### src/fp32_to_fp16_clamp_convert_top_assert.svh
// Assertion macros for the single-to-half converter.
`ifndef FP32_TO_FP16_CLAMP_CONVERT_TOP_ASSERT_SVH
`define FP32_TO_FP16_CLAMP_CONVERT_TOP_ASSERT_SVH

// Implication checked at every rising clock edge outside reset.
`define F2H_ASSERT_IMP(lbl, clk, rst_n, ante, cons, msg) \
  lbl: assert property (@(posedge clk) disable iff (!rst_n) (ante) |-> (cons)) \
    else $error(msg);

// Implication whose consequent is checked in the cycle after the antecedent.
`define F2H_ASSERT_NEXT(lbl, clk, rst_n, ante, cons, msg) \
  lbl: assert property (@(posedge clk) disable iff (!rst_n) (ante) |=> (cons)) \
    else $error(msg);

`endif

### src/f2h_pkg.sv
`default_nettype none
package f2h_pkg;
  localparam int unsigned MagW  = 31;
  localparam int unsigned SglW  = 32;
  localparam int unsigned HalfW = 16;

  localparam logic [MagW-1:0] MinReset    = 31'h33D6BF95;
  localparam logic [MagW-1:0] MaxReset    = 31'h461C4000;
  localparam logic [MagW-1:0] SglInf      = 31'h7F800000;
  localparam logic [MagW-1:0] HalfMinNrm  = 31'h38800000;
  localparam logic [MagW-1:0] HalfMaxNrm  = 31'h477FE000;
  localparam logic [17:0]     Rebias      = 18'h1C000;

  typedef enum logic {
    CFG_MIN_POSITIVE = 1'b0,
    CFG_MAX_FINITE   = 1'b1
  } cfg_idx_e;
endpackage
`default_nettype wire

### src/fp32_to_fp16_clamp_convert_top.sv
`default_nettype none
// Channel   | Ports                          | Direction | Handshake
// ----------+--------------------------------+-----------+---------------------------
// input     | start_i, single_bits_i, busy_o | in        | transfer when start & !busy
// result    | done_o, half_bits_o, clamped_o | out       | one-cycle strobe, no stall
// config    | cfg_we_i, cfg_idx_i, cfg_data_i| in        | transfer when cfg_we_i
//
// A new item may transfer every cycle: the input register feeds the clamp and
// conversion logic, whose outcome lands in the result register at the next edge.
// done_o comes from out_vld_q, which follows in_vld_q, which follows the input
// transfer; the result transfers while done_o is high. busy_o is never raised.
// Reset clears the valid flags and loads the threshold registers.
// The receiver cannot stall; results leave on the strobe regardless.
module fp32_to_fp16_clamp_convert_top (
  input  wire logic                         clk_i,
  input  wire logic                         rst_ni,
  input  wire logic                         start_i,
  output logic                              busy_o,
  input  wire logic [f2h_pkg::SglW-1:0]     single_bits_i,
  output logic                              done_o,
  output logic      [f2h_pkg::HalfW-1:0]    half_bits_o,
  output logic                              clamped_o,
  input  wire logic                         cfg_we_i,
  input  wire logic                         cfg_idx_i,
  input  wire logic [f2h_pkg::MagW-1:0]     cfg_data_i
);
  logic [f2h_pkg::MagW-1:0]  min_q, max_q;
  logic                      in_vld_q, out_vld_q;
  logic [f2h_pkg::SglW-1:0]  in_q;
  logic [f2h_pkg::HalfW-1:0] half_d, half_q;
  logic                      clamp_d, clamp_q;

  assign busy_o = 1'b0;

  // Threshold registers: take a write whenever enabled.
  always_ff @(posedge clk_i or negedge rst_ni) begin
    if (!rst_ni) begin
      min_q <= f2h_pkg::MinReset;
      max_q <= f2h_pkg::MaxReset;
    end else if (cfg_we_i) begin
      unique case (cfg_idx_i)
        f2h_pkg::CFG_MIN_POSITIVE: min_q <= cfg_data_i;
        f2h_pkg::CFG_MAX_FINITE:   max_q <= cfg_data_i;
        default: ;
      endcase
    end
  end

  // Advance the valid flags every cycle.
  always_ff @(posedge clk_i or negedge rst_ni) begin
    if (!rst_ni) begin
      in_vld_q  <= 1'b0;
      out_vld_q <= 1'b0;
    end else begin
      in_vld_q  <= start_i;
      out_vld_q <= in_vld_q;
    end
  end

  // Hold payload; no reset needed.
  always_ff @(posedge clk_i) begin
    if (start_i) begin
      in_q <= single_bits_i;
    end
    if (in_vld_q) begin
      half_q  <= half_d;
      clamp_q <= clamp_d;
    end
  end

  f2h_core u_core (
    .single_bits_i (in_q),
    .min_bits_i    (min_q),
    .max_bits_i    (max_q),
    .half_bits_o   (half_d),
    .clamped_o     (clamp_d)
  );

  assign done_o      = out_vld_q;
  assign half_bits_o = half_q;
  assign clamped_o   = clamp_q;

`include "fp32_to_fp16_clamp_convert_top_assert.svh"

  `F2H_ASSERT_NEXT(a_pipe, clk_i, rst_ni, start_i, ##1 done_o, "accepted item lost")
  `F2H_ASSERT_IMP(a_done_src, clk_i, rst_ni, done_o, $past(start_i, 2), "spurious result")
  `F2H_ASSERT_IMP(a_nan_keep, clk_i, rst_ni, in_vld_q && in_q[30:0] > f2h_pkg::SglInf, !clamp_d && half_d[14:9] == 6'b111111, "NaN mishandled")
  `F2H_ASSERT_IMP(a_zero, clk_i, rst_ni, in_vld_q && in_q[30:0] == '0, !clamp_d && half_d[14:0] == '0, "zero altered")
endmodule
`default_nettype wire

### src/f2h_core.sv
`default_nettype none
// Clamp a single-precision magnitude and convert to half precision.
module f2h_core (
  input  wire logic [f2h_pkg::SglW-1:0]  single_bits_i,
  input  wire logic [f2h_pkg::MagW-1:0]  min_bits_i,
  input  wire logic [f2h_pkg::MagW-1:0]  max_bits_i,
  output logic      [f2h_pkg::HalfW-1:0] half_bits_o,
  output logic                           clamped_o
);
  logic [f2h_pkg::MagW-1:0] a;
  logic [f2h_pkg::MagW-1:0] v;
  logic                     sgn;
  logic                     xnan;
  logic [7:0]               e;
  logic [23:0]              mant;
  logic [7:0]               sh;
  logic [14:0]              h;
  logic [17:0]              top;

  always_comb begin
    sgn  = single_bits_i[31];
    a    = single_bits_i[30:0];
    xnan = a > f2h_pkg::SglInf;
    v    = a;
    clamped_o = 1'b0;
    if (!xnan && !(min_bits_i > f2h_pkg::SglInf) && a != '0 && a < min_bits_i) begin
      v = min_bits_i;
      clamped_o = 1'b1;
    end else if (!xnan && !(max_bits_i > f2h_pkg::SglInf) && a > max_bits_i) begin
      v = max_bits_i;
      clamped_o = 1'b1;
    end
    // subnormal path
    e    = (v[30:23] == 8'd0) ? 8'd1 : v[30:23];
    mant = {(v[30:23] != 8'd0), v[22:0]};
    sh   = 8'd126 - e;
    top  = v[30:13];
    if (v > f2h_pkg::SglInf) begin
      h = {6'b111111, v[21:13]};
    end else if (v > f2h_pkg::HalfMaxNrm) begin
      h = 15'h7C00;
    end else if (v >= f2h_pkg::HalfMinNrm) begin
      h = 15'(top - f2h_pkg::Rebias);
    end else if (sh >= 8'd24) begin
      h = '0;
    end else begin
      h = 15'(mant >> sh[4:0]);
    end
    half_bits_o = {sgn, h};
  end
endmodule
`default_nettype wire

### config.mk
export PLATFORM = sky130hd
export DESIGN_NAME = fp32_to_fp16_clamp_convert_top
export DESIGN_NICKNAME = d
export VERILOG_FILES = /design/src/f2h_pkg.sv /design/src/fp32_to_fp16_clamp_convert_top.sv /design/src/f2h_core.sv
export VERILOG_INCLUDE_DIRS = /design/src /design/src/src
export SDC_FILE = /design/constraint.sdc
export NUM_CORES = 1
export LEC_CHECK = 0
export BUFFER_PORTS_ARGS = -buffer_cell sky130_fd_sc_hd__buf_2
export CAP_MARGIN = 20
export CORE_AREA = 2 2 129 131
export DETAILED_ROUTE_END_ITERATION = 8
export DIE_AREA = 0 0 131 133
export PLACE_DENSITY = 0.71
export SETUP_SLACK_MARGIN = 0.5
export SYNTH_ARGS = -nofsm -noshare
export SYNTH_HDL_FRONTEND = slang
export SYNTH_SLANG_ARGS = --single-unit
### constraint.sdc
create_clock -name clk_i -period 4 [get_ports clk_i]
set_input_delay 0.8 -clock clk_i [delete_from_list [all_inputs] [get_ports clk_i]]
set_output_delay 0.8 -clock clk_i [all_outputs]
set_load 0.01 [all_outputs]
# [After elaboration in Yosys (flattened, before gate mapping)]
# Cells that the tools add are included.
[word_totals] regBits=113 inputBits=68 output_inout_bits=19 word_cells=44
[classes] n_addsub=2 n_lt_le_gt_ge=9 n_shift=1 n_mux=8 bitwise=1 n_reduce_logical=14
[ops] op="31-bit > comparator (second input constant)" n=5
[ops] op="31-bit two-way mux" n=2
[ops] op="31-bit by 30-bit >= comparator with 1-bit output (second input constant)" n=1
[ops] op="31-bit > comparator" n=1
[ops] op="31-bit less-than comparator" n=1
[ops] op="31-bit nonzero test" n=1
[ops] op="15-bit two-way mux" n=2
[ops] op="24-bit by 5-bit right shift with 15-bit output" n=1
[ops] op="15-bit subtractor (second input constant)" n=1
[ops] op="10-bit two-way mux" n=1
[ops] op="9-bit two-way mux" n=1
[ops] op="8-bit by 5-bit >= comparator with 1-bit output (second input constant)" n=1
[ops] op="8-bit logical NOT" n=1
[ops] op="8-bit two-way mux" n=1
[ops] op="8-bit nonzero test" n=1
[ops] op="7-bit by 8-bit subtractor with 8-bit output (first input constant)" n=1
[ops] op="1-bit logical AND" n=5
[ops] op="2-bit AND reduction" n=2
[ops] op="1-bit logical NOT" n=3
[ops] op="2-bit OR reduction" n=1
[ops] op="1-bit two-way mux" n=1
[ops] op="1-bit NOT" n=1

# [Depth between registers and ports, before layout]
[logic_depth] ltp_word=14 mapped_depth=17 ltp_nobuf=14

# [By module]
# From an unflattened synthesis, not the netlist that was laid out.
[hier_totals] hier_cells=841 hier_area_um2=8449.4
[modules_own_cells] module="f2h_core" instances=1 cells_each=656 area_each_um2=4423.0 seq_area_each_um2=0.0
[modules_own_cells] module="fp32_to_fp16_clamp_convert_top" instances=1 cells_each=185 area_each_um2=4026.4 seq_area_each_um2=3106.7

# [Worst setup path after synthesis]
# No wires, ideal clock.
[synth_path] path_type="register -> register" start="register max_q[30] (netlist name)" end="register half_q, in the netlist half_bits_o[5] (data pin)" setup_ps=261 arrival_time_ps=3701 required_ps=3739 slack_ps=38 stages_incl_launch_ff=16 path_buffers=1 period_less_slack_ps=3962 path_cell_list="dfstp_2 > inv_1 > ha_1 > and4_1 > and4_1 > nand2_1 > a31o_2 > a21oi_4 > mux2_2 > a21oi_1 > and3_1 > or2_1 > buf_6 > mux4_2 > a32oi_1 > o21ai_1"
[synth_between] elab_chain_cells=14 elab_cells_between_ends=21 classes_between="add/sub (2); order compare (6); shift (1); mux (7); reduce/logical (5)"
[synth_lines] item="start: declaration" line="fp32_to_fp16_clamp_convert_top.sv:27" rtl="logic [f2h_pkg::MagW-1:0] min_q, max_q;"
[synth_lines] item="start signal: assignment" line="fp32_to_fp16_clamp_convert_top.sv:39" rtl="max_q <= f2h_pkg::MaxReset;"
[synth_lines] item="start signal: assignment" line="fp32_to_fp16_clamp_convert_top.sv:43" rtl="f2h_pkg::CFG_MAX_FINITE: max_q <= cfg_data_i;"
[synth_lines] item="31-bit > comparator" line="f2h_core.sv:29" rtl="end else if (!xnan && !(max_bits_i > f2h_pkg::SglInf) && a > max_bits_i) begin"
[synth_lines] item="1-bit logical NOT" line="f2h_core.sv:29"
[synth_lines] item="1-bit logical AND (2 in a row)" line="f2h_core.sv:29"
[synth_lines] item="31-bit two-way mux (*)" line="f2h_core.sv:29"
[synth_lines] item="31-bit two-way mux (*)" line="f2h_core.sv:26" rtl="if (!xnan && !(min_bits_i > f2h_pkg::SglInf) && a != '0 && a < min_bits_i) begin"
[synth_lines] item="8-bit logical NOT" line="f2h_core.sv:34" rtl="e = (v[30:23] == 8'd0) ? 8'd1 : v[30:23];"
[synth_lines] item="8-bit two-way mux" line="f2h_core.sv:34"
[synth_lines] item="7-bit by 8-bit subtractor with 8-bit output" line="f2h_core.sv:36" rtl="sh = 8'd126 - e;"
[synth_lines] item="8-bit by 5-bit >= comparator with 1-bit output or 24-bit by 5-bit right shift with 15-bit output (tied branches)" line="f2h_core.sv:44, f2h_core.sv:47"
[synth_lines] item="15-bit two-way mux" line="f2h_core.sv:44" rtl="end else if (sh >= 8'd24) begin"
[synth_lines] item="15-bit two-way mux" line="f2h_core.sv:42" rtl="end else if (v >= f2h_pkg::HalfMinNrm) begin"
[synth_lines] item="10-bit two-way mux" line="f2h_core.sv:40" rtl="end else if (v > f2h_pkg::HalfMaxNrm) begin"
[synth_lines] item="9-bit two-way mux (*)" line="f2h_core.sv:38" rtl="if (v > f2h_pkg::SglInf) begin"
[synth_lines] item="net half_d (one bit)" line="fp32_to_fp16_clamp_convert_top.sv:30" rtl="logic [f2h_pkg::HalfW-1:0] half_d, half_q;"
[synth_lines] item="end signal: assignment" line="fp32_to_fp16_clamp_convert_top.sv:66" rtl="half_q <= half_d;"
[synth_lines] item="end: declaration" line="fp32_to_fp16_clamp_convert_top.sv:30"
# Mark *: on every way through the listed nets, which the timed path passes. The rest lies on a longest branch.
# A chain may end at the register's enable or synchronous reset.

# [Final worst setup path]
[layout_path] start="register in_q[21] (netlist name)" end="register half_q, in the netlist half_bits_o[8] (data pin)"
[layout_between] elab_chain_cells=14 elab_cells_between_ends=26 classes_between="add/sub (2); order compare (7); shift (1); mux (7); reduce/logical (9)"
[layout_lines] item="start: declaration" line="fp32_to_fp16_clamp_convert_top.sv:29" rtl="logic [f2h_pkg::SglW-1:0] in_q;"
[layout_lines] item="start signal: assignment" line="fp32_to_fp16_clamp_convert_top.sv:63" rtl="in_q <= single_bits_i;"
[layout_lines] item="31-bit > comparator" line="f2h_core.sv:23" rtl="xnan = a > f2h_pkg::SglInf;"
[layout_lines] item="1-bit logical NOT" line="f2h_core.sv:26, f2h_core.sv:29"
[layout_lines] item="1-bit logical AND (on tied branches) (2 in a row)" line="f2h_core.sv:29, f2h_core.sv:26"
[layout_lines] item="31-bit two-way mux or 1-bit logical AND (tied branches)" line="f2h_core.sv:29, f2h_core.sv:26"
[layout_lines] item="31-bit two-way mux (*)" line="f2h_core.sv:26"
[layout_lines] item="8-bit logical NOT" line="f2h_core.sv:34"
[layout_lines] item="8-bit two-way mux" line="f2h_core.sv:34"
[layout_lines] item="7-bit by 8-bit subtractor with 8-bit output" line="f2h_core.sv:36"
[layout_lines] item="8-bit by 5-bit >= comparator with 1-bit output or 24-bit by 5-bit right shift with 15-bit output (tied branches)" line="f2h_core.sv:44, f2h_core.sv:47"
[layout_lines] item="15-bit two-way mux" line="f2h_core.sv:44"
[layout_lines] item="15-bit two-way mux" line="f2h_core.sv:42"
[layout_lines] item="10-bit two-way mux" line="f2h_core.sv:40"
[layout_lines] item="9-bit two-way mux (*)" line="f2h_core.sv:38"
[layout_lines] item="net half_d (one bit)" line="fp32_to_fp16_clamp_convert_top.sv:30"
# Marks and branches as above.

==> run_results.csv <==
group,metric,value,unit
status,status,"complete, but fails checks",
status,violations,"setup timing",
synthesis,synth_xor_area_share,0.3362,%
synthesis,synthAdderAreaFrac,9.894,%
synthesis,synth-compound-area-share,16.28,%
worst_setup_path,path_class,"reg2reg",
finish,area_delta_synth_final,45.88,%
grt,antenna_found_initial,0,
pwr,leakagePower,5.044,nW
synthesis,synth_top_area_share,18.83,%
die,die_width,131,microns
synthesis,synth-seq-area-share,39.75,%
sta,hold_viol_final,0,
worst_setup_path,cp.required,4160,ps
sta,slew_headroom,30.94,%
pwr,p_per_area,545.4,nW/um^2
synthesis,syn-cell-area,7815,sq um
sta,clock.fmax,248.9,MHz
grt,globalRouteOverflowTotal,0,
finish,layout.nets,1202,
sta,fin_skew,7.126,ps
worst_hold_path,min_path_type,"in2async",
synthesis,ys.warnings.count,0,
synthesis,ys_top_cells_by_area,"edfxtp_1, dfrtp_1, ha_1, dfstp_2, mux2_2",
worst_setup_path,arrival,4180,ps
finish,n_antenna_cell,0,
pwr,irDropWorstVdd,0.0004102,V
die,die-area,17420,sq um
synthesis,syn_area_per_cell,9.757,sq um
grt,grt_pass1_vias,7549,
cts,cts_hold_buf,0,
synthesis,yosysUniqueCellTypes,73,
sta,rsz0062_at_grt,"yes",
placed_design,numPortBuffers,85,
drt,drt_pass1_iterations,6,
die,coreArea,16170,sq um
drt,vias,7710,
synthesis,ys_top_cells_by_count,"nand2_1, inv_1, ha_1",
cts,cts_root_buf,"clkbuf_16",
sta,setup_viol,1,
placed_design,place.gp.congestion,0.9522,
grt,grt_pass1_wl,39.88,mm
drt,antenna_left,0,
finish,fin_util,70.50,%
finish,layout-drive-gt1-share,48.34,%
sta,fin_crit_sh,100.4,%
worst_setup_path,endpoint_kind,"register",
synthesis,synth_area_leader_cell,"edfxtp_1",
drt,wire_per_inst,20.20,microns
finish,num-fill-cells,1127,
drt,drtIter0Drc,611,
synthesis,synth_edf_count,49,
die,start_util,48.32,%
cts,clock_sinks,113,
grt,grt_use_total,30.21,%
synthesis,async_reset_ff_share,56.64,%
die,io_pins,87,
sta,layout_setup_ws,-17.55,ps
synthesis,synth_seq_cells,113,
synthesis,synth-main-ff-cell,"edfxtp_1",
cts,cts_buffers,17,
worst_setup_path,startpoint_type,"register",
flow_run,maxCapViolCount,0,
grt,grt_max_degree,49,
synthesis,synth_top_family_by_area,"simple AND/OR/NAND/NOR gates",
drt,drt_wl_total,26.38,mm
placed_design,dp_hpwl,18.43,mm
cts,cts.htree.levels,4,
worst_setup_path,critPathMaxFanout,13,
cts,cts_buffer_depth,2,
synthesis,syn_nets,930,
die,die_h,133,microns
drt,drc,0,
cts,cts_tree,"built",
synthesis,synthMuxAreaShare,11.82,%
drt,vias_per_cell,5.904,
sta,tightest_slew,1034,ps
die,num_rows,47,
sta,period_minus_slack,4018,ps
sta,tns,-17.55,ps
synthesis,yosys.cell_count.top_type,"nand2_1",
synthesis,yosys.area_share.simple,16.30,%
cts,path_clk_slew,60,ps
cts,clkLatencyLatePin,420,ps
synthesis,synthesis.instances,801,
sta,maxSlewViolCount,0,
worst paths after layout:
check                               from               to  slack, ps  cells past startpoint
worst min register to register  in_q[31]  half_bits_o[15]        420                      0
worst max-delay path            in_q[21]   half_bits_o[8]        -20                     19
max in group asynchronous         rst_ni        min_q[11]       2880                      2
worst max register to register  in_q[21]   half_bits_o[8]        -20                     19
worst min-delay path              rst_ni        max_q[27]        270                      1
min in group clk_i              in_q[31]  half_bits_o[15]        420                      0
final cells by class:
class                      count  area (sq um)  share of cell area, %
multi-input combinational    587          5042                  44.23
sequential                   113          3107                  27.25
timing repair buffer         284          2059                  18.06
clock buffer                  22         475.5                  4.170
tap                          220         275.3                  2.414
inverter                      70         262.8                  2.305
clock inverter                10         178.9                  1.569
state kept, by name (all words and copies together) (netlist names):
| name | cells |
|---|---|
| done_o | 1 |
| max_q | 31 |
| min_q | 31 |
| clamped_o | 1 |
| half_bits_o | 16 |
| in_vld_q | 1 |
| in_q | 32 |
timing repair:
action                                  in CTS  in global routing
resized for setup                          129                 28
gates cloned                                 3                  0
endpoints found under the setup margin      14                 14
buffers inserted                            37                 20
pin swaps                                   49                 34
metal layers:
layer	GRT usage, %	share of wire (%)	wire length, microns
met2	48.91	48	12740
met3	6.996	7.2	1896
met4	11.47	3.7	976
met5	0	0	0
met1	39.20	41	10770
power by group:
group          switching (mW)  total, mW  internal [mW]  leakage (nW)
logic                    1.52       2.98           1.46          3.52
registers               0.127       1.55           1.42          1.21
clock network           0.531       1.68           1.15         0.313
total                    2.18       6.22           4.04          5.04
worst max-delay path, stage by stage, from the launching register on:
cell      delay, ps
edfxtp_1        460
buf_4           190
nor4_4          250
nand4_1         120
buf_4           190
o211ai_4        290
buf_4           180
nand4_4         160
buf_8           200
nor3_2          140
buf_4           150
nor4_4           40
buf_4           150
buf_6           110
a41o_4          260
buf_6           140
a221oi_4        230
o22ai_2         130
o31ai_1         240
o21ai_1         110
cells by family (layout without fill, tap and decap cells):
group           after synthesis  in the layout
buf+inv                     103            386
mux                          83             83
simple gates                243            244
flops                       113            113
fa+ha+maj                    62             62
compound gates              193            194
xor+xnor                      3              3
other cells                   1              1
stage by stage:
stage | hold WS [ps] | std cells | setup WS, ps | power (mW) | instance area, sq um
final | 274.4 | 1306 | -17.55 | 6.218 | 11400
after global routing | 287.2 | 1306 | -161.9 | 6.483 | 11400
after CTS | 272.3 | 1285 | 80.49 | 5.977 | 11100
after detailed placement | 406.3 | 1213 | -103.1 | 3.839 | 9503
after global placement | 409.0 | 1213 | -73.33 | 3.807 | 9503
after floorplan | 400.3 | 801 | 259.8 | 2.937 | 7933
cell usage in the layout (no fill, tap or decap), drive strengths merged, types with 28 or more instances in the layout:
master  count
a21oi      48
nand3      30
nor3       34
inv        70
o21ai      61
dfrtp      37
edfxtp     49
buf       283
nand2      75
nor2       28
mux2       54
ha         61
(Power assumes the default switching activity.)
